[src/sv/ihcv_pkg.sv]
package ihcv_pkg;

  typedef logic [7:0]  byte_t;
  typedef logic [15:0] term_t;
  typedef logic [31:0] stored_t;
  typedef logic [1:0]  status_t;

  localparam status_t STATUS_OK       = 2'd0;
  localparam status_t STATUS_SHORT    = 2'd1;
  localparam status_t STATUS_BAD_HDR  = 2'd2;
  localparam status_t STATUS_MISMATCH = 2'd3;

  // Header magic "ANKH" in file order.
  localparam byte_t MAGIC [4] = '{8'h41, 8'h4E, 8'h4B, 8'h48};

  localparam term_t LOAD_ADDR_RESET = 16'h0100;
  localparam term_t TERM_ONE        = 16'd1;
  localparam byte_t START_OFFSET    = 8'd7;
  localparam byte_t ALPHA_MUL       = 8'd17;
  localparam byte_t BETA_MUL        = 8'd31;

  localparam logic [16:0] CHK_MOD   = 17'd65535;
  // 256 * 65535 + 1: keeps a negative difference positive and adds the
  // one that the 64-bit wrap contributes modulo 65535.
  localparam logic [25:0] WRAP_BIAS = 26'd16776961;

endpackage

[src/sv/ihcv_channels.sv]
interface ihcv_in_if;
  logic                valid;
  logic                ready;
  ihcv_pkg::byte_t     data_byte;
  logic                last;

  modport source (output valid, output data_byte, output last, input ready);
  modport sink   (input valid, input data_byte, input last, output ready);
endinterface

interface ihcv_out_if;
  logic                valid;
  logic                ready;
  ihcv_pkg::status_t   status;
  ihcv_pkg::term_t     computed_checksum;
  ihcv_pkg::stored_t   stored_checksum;

  modport source (output valid, output status, output computed_checksum,
                  output stored_checksum, input ready);
  modport sink   (input valid, input status, input computed_checksum,
                  input stored_checksum, output ready);
endinterface

interface ihcv_cfg_if;
  logic                valid;
  logic                ready;
  ihcv_pkg::term_t     expected_load_address;

  modport source (output valid, output expected_load_address, input ready);
  modport sink   (input valid, input expected_load_address, output ready);
endinterface

[src/sv/ihcv_term.sv]
module ihcv_term #(
  parameter int POS_W = 7
) (
  input  logic [POS_W-1:0] pos,
  input  ihcv_pkg::byte_t  data_byte,
  input  ihcv_pkg::term_t  older,
  input  ihcv_pkg::term_t  newer,
  output ihcv_pkg::term_t  next_term
);

  ihcv_pkg::byte_t alpha;
  ihcv_pkg::byte_t beta;
  logic [8:0]      factor;
  logic [24:0]     prod;
  logic [23:0]     sub;
  logic            neg;
  logic [25:0]     diff;
  logic [16:0]     fold1;
  logic [16:0]     fold2;

  // Index weights are taken modulo 256.
  assign alpha  = 8'(pos * ihcv_pkg::ALPHA_MUL);
  assign beta   = 8'(pos * ihcv_pkg::BETA_MUL);
  assign factor = {1'b0, data_byte} + {1'b0, alpha};

  assign prod = 25'(factor) * 25'(newer);
  assign sub  = 24'(beta) * 24'(older);

  assign neg  = prod < {1'b0, sub};
  assign diff = neg ? 26'(prod) + ihcv_pkg::WRAP_BIAS - 26'(sub)
                    : 26'(prod) - 26'(sub);

  // Since 2^16 is one modulo 65535, folding the halves preserves the residue.
  assign fold1 = 17'(diff[25:16]) + 17'(diff[15:0]);
  assign fold2 = 17'(fold1[16]) + 17'(fold1[15:0]);

  assign next_term = (fold2 >= ihcv_pkg::CHK_MOD) ? 16'(fold2 - ihcv_pkg::CHK_MOD)
                                                  : fold2[15:0];

endmodule

[src/sv/image_header_checksum_verifier.sv]
// The result of an image is offered from the output register once the byte
// that carries last has left the input register. One byte per cycle is taken,
// unless a byte marked last waits on an untaken result; the rate is set by the
// checksum recurrence (two small multiplies and a modulo-65535 fold) on newer_r.
// Reset (synchronous, rst_n low) empties both stages, restarts the image
// state and sets the expected load address to 0x0100.
module image_header_checksum_verifier #(
  parameter int CHECKED_BYTES = 86
) (
  input  logic       clk,
  input  logic       rst_n,
  ihcv_in_if.sink    in_chan,
  ihcv_out_if.source out_chan,
  ihcv_cfg_if.sink   cfg_chan
);

  // Position counter saturates at CHECKED_BYTES + 4, so it must hold that.
  localparam int POS_W = $clog2(CHECKED_BYTES + 5);
  localparam logic [POS_W-1:0] CB_POS    = POS_W'(CHECKED_BYTES);
  localparam logic [POS_W-1:0] TOTAL_POS = POS_W'(CHECKED_BYTES + 4);
  localparam logic [POS_W-1:0] POS_ADDR_LO = POS_W'(4);
  localparam logic [POS_W-1:0] POS_ADDR_HI = POS_W'(5);
  localparam logic [POS_W-1:0] POS_ONE     = POS_W'(1);

  // Configuration register. Writes are only expected while the block is idle.
  ihcv_pkg::term_t load_addr_r;

  assign cfg_chan.ready = 1'b1;

  always_ff @(posedge clk) begin
    if (!rst_n) begin
      load_addr_r <= ihcv_pkg::LOAD_ADDR_RESET;
    end else if (cfg_chan.valid) begin
      load_addr_r <= cfg_chan.expected_load_address;
    end
  end

  // Input register stage. It takes a transfer whenever it is empty or its
  // byte moves on in the same cycle. Only a byte marked last can stall,
  // and only while the output register holds a result nobody has taken.
  logic            s1_valid_r;
  ihcv_pkg::byte_t s1_byte_r;
  logic            s1_last_r;
  logic            s1_go;
  logic            in_take;

  logic            out_valid_r;

  assign s1_go         = s1_valid_r && (!s1_last_r || !out_valid_r || out_chan.ready);
  assign in_chan.ready = !s1_valid_r || s1_go;
  assign in_take       = in_chan.valid && in_chan.ready;

  always_ff @(posedge clk) begin
    if (!rst_n) begin
      s1_valid_r <= 1'b0;
    end else if (in_chan.ready) begin
      s1_valid_r <= in_chan.valid;
    end
  end

  always_ff @(posedge clk) begin
    if (in_take) begin
      s1_byte_r <= in_chan.data_byte;
      s1_last_r <= in_chan.last;
    end
  end

  // Image state, updated once for every byte that leaves the input stage.
  logic [POS_W-1:0]  pos_r, pos_nxt;
  ihcv_pkg::term_t   older_r, older_nxt;
  ihcv_pkg::term_t   newer_r, newer_nxt;
  logic              hdr_good_r, hdr_good_nxt;
  ihcv_pkg::stored_t stored_r, stored_nxt;
  ihcv_pkg::term_t   step_term;

  ihcv_term #(
    .POS_W (POS_W)
  ) u_term (
    .pos       (pos_r),
    .data_byte (s1_byte_r),
    .older     (older_r),
    .newer     (newer_r),
    .next_term (step_term)
  );

  always_comb begin
    hdr_good_nxt = hdr_good_r;
    older_nxt    = older_r;
    newer_nxt    = newer_r;
    stored_nxt   = stored_r;

    // The magic occupies the first four bytes, the load address the next two.
    if (pos_r < POS_ADDR_LO) begin
      if (s1_byte_r != ihcv_pkg::MAGIC[pos_r[1:0]]) begin
        hdr_good_nxt = 1'b0;
      end
    end else if (pos_r == POS_ADDR_LO) begin
      if (s1_byte_r != load_addr_r[7:0]) begin
        hdr_good_nxt = 1'b0;
      end
    end else if (pos_r == POS_ADDR_HI) begin
      if (s1_byte_r != load_addr_r[15:8]) begin
        hdr_good_nxt = 1'b0;
      end
    end

    // The first byte seeds the recurrence; checked bytes advance it; the
    // four bytes after them build the stored checksum, least significant
    // byte first.
    if (pos_r == '0) begin
      older_nxt = ihcv_pkg::TERM_ONE;
      newer_nxt = 16'(s1_byte_r) + 16'(ihcv_pkg::START_OFFSET);
    end else if (pos_r < CB_POS) begin
      older_nxt = newer_r;
      newer_nxt = step_term;
    end else if (pos_r < TOTAL_POS) begin
      stored_nxt = {s1_byte_r, stored_r[31:8]};
    end

    pos_nxt = (pos_r < TOTAL_POS) ? pos_r + POS_ONE : pos_r;
  end

  // The byte that carries last closes the image: state returns to its start
  // values so that the following byte opens a new image.
  always_ff @(posedge clk) begin
    if (!rst_n) begin
      pos_r      <= '0;
      older_r    <= ihcv_pkg::TERM_ONE;
      newer_r    <= ihcv_pkg::TERM_ONE;
      hdr_good_r <= 1'b1;
      stored_r   <= '0;
    end else if (s1_go) begin
      if (s1_last_r) begin
        pos_r      <= '0;
        older_r    <= ihcv_pkg::TERM_ONE;
        newer_r    <= ihcv_pkg::TERM_ONE;
        hdr_good_r <= 1'b1;
        stored_r   <= '0;
      end else begin
        pos_r      <= pos_nxt;
        older_r    <= older_nxt;
        newer_r    <= newer_nxt;
        hdr_good_r <= hdr_good_nxt;
        stored_r   <= stored_nxt;
      end
    end
  end

  // Verdict for the closing byte. A short image takes priority over a bad
  // header, which takes priority over a checksum mismatch.
  ihcv_pkg::status_t status_nxt;
  ihcv_pkg::term_t   computed_nxt;
  ihcv_pkg::stored_t stored_out_nxt;

  always_comb begin
    if (pos_nxt < TOTAL_POS) begin
      status_nxt     = ihcv_pkg::STATUS_SHORT;
      computed_nxt   = '0;
      stored_out_nxt = '0;
    end else begin
      computed_nxt   = newer_nxt;
      stored_out_nxt = stored_nxt;
      if (!hdr_good_nxt) begin
        status_nxt = ihcv_pkg::STATUS_BAD_HDR;
      end else if (32'(newer_nxt) != stored_nxt) begin
        status_nxt = ihcv_pkg::STATUS_MISMATCH;
      end else begin
        status_nxt = ihcv_pkg::STATUS_OK;
      end
    end
  end

  // Output register. It loads a new result in the same cycle as the old one
  // is transferred, so results can leave on consecutive cycles.
  logic              res_load;
  ihcv_pkg::status_t status_r;
  ihcv_pkg::term_t   computed_r;
  ihcv_pkg::stored_t stored_out_r;

  assign res_load = s1_go && s1_last_r;

  always_ff @(posedge clk) begin
    if (!rst_n) begin
      out_valid_r <= 1'b0;
    end else if (res_load) begin
      out_valid_r <= 1'b1;
    end else if (out_chan.ready) begin
      out_valid_r <= 1'b0;
    end
  end

  always_ff @(posedge clk) begin
    if (res_load) begin
      status_r     <= status_nxt;
      computed_r   <= computed_nxt;
      stored_out_r <= stored_out_nxt;
    end
  end

  assign out_chan.valid             = out_valid_r;
  assign out_chan.status            = status_r;
  assign out_chan.computed_checksum = computed_r;
  assign out_chan.stored_checksum   = stored_out_r;

  // A short image never reports checksums.
  assert property (@(posedge clk) disable iff (!rst_n)
    out_valid_r && (status_r == ihcv_pkg::STATUS_SHORT)
      |-> (computed_r == '0) && (stored_out_r == '0))
    else $error("short image result carries nonzero checksums");

  // The position counter never runs past its saturation point.
  assert property (@(posedge clk) disable iff (!rst_n)
    pos_r <= TOTAL_POS)
    else $error("byte position beyond saturation");

  // A new result only follows a closing byte leaving the input stage.
  assert property (@(posedge clk) disable iff (!rst_n)
    $rose(out_valid_r) |-> $past(s1_go && s1_last_r))
    else $error("result appeared without a closing byte");

  // A stalled byte in the input stage is held unchanged.
  assert property (@(posedge clk) disable iff (!rst_n)
    s1_valid_r && !s1_go |=> s1_valid_r && $stable(s1_byte_r) && $stable(s1_last_r))
    else $error("stalled input stage lost its byte");

endmodule
[src/flat_wrapper.sv]
// flat-port wrapper written by rule: the top's interface ports become plain ports
module image_header_checksum_verifier_flat 
#(
  parameter int CHECKED_BYTES = 86
)
  (clk, rst_n, in_chan_valid, in_chan_data_byte, in_chan_last, in_chan_ready, out_chan_valid, out_chan_status, out_chan_computed_checksum, out_chan_stored_checksum, out_chan_ready, cfg_chan_valid, cfg_chan_expected_load_address, cfg_chan_ready);
  ihcv_in_if in_chan_i ();
  ihcv_out_if out_chan_i ();
  ihcv_cfg_if cfg_chan_i ();
  input  logic clk;
  input  logic rst_n;
  input wire logic [$bits(in_chan_i.valid)-1:0] in_chan_valid;
  input wire logic [$bits(in_chan_i.data_byte)-1:0] in_chan_data_byte;
  input wire logic [$bits(in_chan_i.last)-1:0] in_chan_last;
  output wire logic [$bits(in_chan_i.ready)-1:0] in_chan_ready;
  output wire logic [$bits(out_chan_i.valid)-1:0] out_chan_valid;
  output wire logic [$bits(out_chan_i.status)-1:0] out_chan_status;
  output wire logic [$bits(out_chan_i.computed_checksum)-1:0] out_chan_computed_checksum;
  output wire logic [$bits(out_chan_i.stored_checksum)-1:0] out_chan_stored_checksum;
  input wire logic [$bits(out_chan_i.ready)-1:0] out_chan_ready;
  input wire logic [$bits(cfg_chan_i.valid)-1:0] cfg_chan_valid;
  input wire logic [$bits(cfg_chan_i.expected_load_address)-1:0] cfg_chan_expected_load_address;
  output wire logic [$bits(cfg_chan_i.ready)-1:0] cfg_chan_ready;
  assign in_chan_i.valid = in_chan_valid;
  assign in_chan_i.data_byte = in_chan_data_byte;
  assign in_chan_i.last = in_chan_last;
  assign in_chan_ready = in_chan_i.ready;
  assign out_chan_valid = out_chan_i.valid;
  assign out_chan_status = out_chan_i.status;
  assign out_chan_computed_checksum = out_chan_i.computed_checksum;
  assign out_chan_stored_checksum = out_chan_i.stored_checksum;
  assign out_chan_i.ready = out_chan_ready;
  assign cfg_chan_i.valid = cfg_chan_valid;
  assign cfg_chan_i.expected_load_address = cfg_chan_expected_load_address;
  assign cfg_chan_ready = cfg_chan_i.ready;
  image_header_checksum_verifier #(.CHECKED_BYTES(CHECKED_BYTES)) u_core (.clk(clk), .rst_n(rst_n), .in_chan(in_chan_i), .out_chan(out_chan_i), .cfg_chan(cfg_chan_i));
endmodule
[config.mk]
export PLATFORM = sky130hd
export DESIGN_NAME = image_header_checksum_verifier_flat
export DESIGN_NICKNAME = d
export VERILOG_FILES = /design/src/sv/ihcv_pkg.sv /design/src/sv/ihcv_channels.sv /design/src/sv/ihcv_term.sv /design/src/sv/image_header_checksum_verifier.sv /design/src/flat_wrapper.sv
export SDC_FILE = /design/constraint.sdc
export NUM_CORES = 1
export LEC_CHECK = 0
export BUFFER_PORTS_ARGS = -buffer_cell sky130_fd_sc_hd__buf_4
export CAP_MARGIN = 25
export CORE_AREA = 2 2 248 250
export DETAILED_ROUTE_END_ITERATION = 8
export DIE_AREA = 0 0 250 252
export GPL_ROUTABILITY_DRIVEN = 0
export PLACE_DENSITY = 0.48
export SYNTH_ARGS = -nofsm -noshare
export SYNTH_HDL_FRONTEND = slang
export SYNTH_SLANG_ARGS = --single-unit
[constraint.sdc]
create_clock -name clk -period 40.2 [get_ports clk]
set_input_delay 4.02 -clock clk [delete_from_list [all_inputs] [get_ports clk]]
set_output_delay 4.02 -clock clk [all_outputs]
set_load 0.05 [all_outputs]
==> flow_summary.toml <==
[run_status]
status = "finished clean"

[synthesis]
synth.most_common_cell = "inv_1"
syn_nets = 2943
synthCells = 2506
ys_top_cells_by_area = "fa_1 19%, ha_1 12%, dfxtp_1 8.6%"
synth_top_area_share_pct = 19.4
synthArstFlopShare_pct = 0
synth-edff-count = 59
synth_common_cells = "355 x inv_1, 284 x nand2_1, 204 x fa_1, 203 x ha_1, 157 x and2_1"
postSynthAreaPerCell_um2 = 8.38
netlist_area_um2 = 21000
ys_seq_elements = 149
synth_top_flop_cell = "dfxtp_1"
synth_cell_types = 89
synth_top_area_cell = "fa_1"
yosysWarnings = 0
ys_seq_area_share_pct = 17.0

[sta]
timing.fmax_ghz = 0.0596
worst_pin_slew_ns = 1.06
hold_violations = 0
fin_tns_setup_ns = 0
maxSlewHeadroom_pct = 28.8
post-route-period-util_pct = 41.7
rsz0062_at_grt = "false"
report.final.slew_viol_count = 0
finalSetupViolations = 0
fin_crit_ns = 16.77
fin_worst_skew_ns = 0.0145

[finish]
fillers = 6198
regArea_um2 = 3570
area_growth_pct = 9.23
drive_gt1_share_pct = 6.94
final_cell_area_um2 = 22900
multiInputGateArea_um2 = 15700
layout.nets = 2959
fin_cells = 3318

[clocking]
htree_num_levels = 4
cts_root_buf = "clkbuf_16"
cts_made_buffers = 17
cts-resized-gates = 0
cts-hold-fix-buffers = 0
cts_buffer_depth = 2
clkLatencyLatePin_ns = 0.44
post_cts_buffers = 0
cts_tree = "done"
cts.clk_slew.worst_paths_ns = 0.07
clkSinkCount = 149

[worst_setup_path]
r2r_cells = 59
reg2reg_from = "u_core.pos_r[1]"
crit_path_max_incr_delay_ns = 0.86
path_max_fanout = 21
critPathKind = "flop to flop"
r2r-end = "u_core.out_chan.status[1]"
cp-start-kind = "flop"
cp_slowest_cell = "ha_1"
critPathBufInv = 6
cp.required_ns = 40.36
reg2reg_slack_ns = 23.43
cp_top_family = "adder cells"
cp.arrival_ns = 16.93
crit_path_end_kind = "flop"

[die]
dieWidth_um = 250
placement_rows = 90
dieArea_um2 = 63000
initial_core_util_pct = 34.9
core_area_um2 = 60100
pin_count = 83
die_h_um = 252

[global_route]
overflow = 0
grt_max_degree = 91
grt_pass1_vias = 17700
grt_pass1_wl_um = 106000
antenna_found_initial = 1
grt.total_usage_pct = 21.6

[detailed_routing]
drt_iter0_drc = 1254
via_per_inst = 5.32
via_count = 17600
firstDrtPassIters = 6
ant_nets = 0
route.detailed.drc = 0
routedWlPerCell_um = 20.5
wl_um = 67900

[hold_path]
hold_start = "u_core.load_addr_r[8]"
whs_path_depth = 2
min_to = "u_core.load_addr_r[8]"
min_path_type = "flop to flop"

[place]
hpwl_um = 53800
placedCellCount = 3285
dpl_cell_area_um2 = 22400
io_buffers = 81

[job]
cap_violations = 0
## flip-flops by register name, indices dropped and copies added, names as in the netlist, 7 cells and up
signal	flops
u_core.load_addr_r	16
u_core.newer_r	16
u_core.older_r	16
u_core.out_chan.computed_checksum	16
u_core.out_chan.stored_checksum	32
u_core.pos_r	7
u_core.s1_byte_r	8
u_core.stored_r	32
## cell usage in the layout (no fill, tap or decap), drive strengths merged, types with 91 or more instances in the layout
master	n
nor2b	92
buf	103
a21oi	117
fa	204
xnor2	91
and2	157
nand2	285
inv	361
ha	203
nor2	116
## routing by layer
layer	up-vias	GRT usage [%]	wire length (um)
met4	0	4.62	1290
met5	-	0	0
li1	8331	-	-
met2	534	37.5	32400
met1	8712	29.3	31000
met3	71	2.16	3190
## how the worst max path moves through the flow
stage,from,to,slack (ns),cells past startpoint
global route,u_core.pos_r[1],u_core.out_chan.status[1],22.22,62
detailed placement,u_core.pos_r[1],u_core.out_chan.status[1],23.58,62
floorplan,u_core.pos_r[1],u_core.out_chan.status[1],25.20,68
finish,u_core.pos_r[1],u_core.out_chan.status[1],23.43,59
CTS,u_core.pos_r[1],u_core.out_chan.status[1],23.52,62
global placement,u_core.pos_r[1],u_core.out_chan.status[1],23.87,62
## area by class of cell
class / count / share of cell area, %
flip-flops and latches: 149 / 15.6
multi-input cells: 1895 / 68.6
clock buffers: 18 / 1.87
inverters: 356 / 5.83
diodes: 1 / 0.0109
well taps: 782 / 4.27
clock inverters: 14 / 0.518
repair buffers: 103 / 3.37
## worst min-delay path: stages, from the launching register on
cell,delay (ns)
dfxtp_1,0.35
mux2i_1,0.08
nand2_1,0.06
## logic make-up after synthesis
logic type               count (synthesis)  synth area share [%]
buffers and inverters                  462                  8.33
other                                    1                0.0179
AO/OA/AOI/OAI                          466                  14.9
XOR/XNOR                               145                  6.08
AND/OR/NAND/NOR                        835                  20.1
multiplexers                            41                  1.98
flip-flops                             149                  17.0
adder cells (fa/ha/maj)                407                  31.5
## through the flow
step           utilization, %  hold slack (ns)  worst slack, ns
4_1_cts                  38.1            0.521            23.52
2_1_floorplan               -            0.463            25.20
3_3_place_gp             37.2            0.480            23.87
6_report                 38.1            0.519            23.43
5_1_grt                  38.1            0.562            22.22
3_5_place_dp             37.2            0.502            23.58
Power is not shown: default switching activity piles up to over one toggle a cycle in this logic, so the estimate is an artifact.
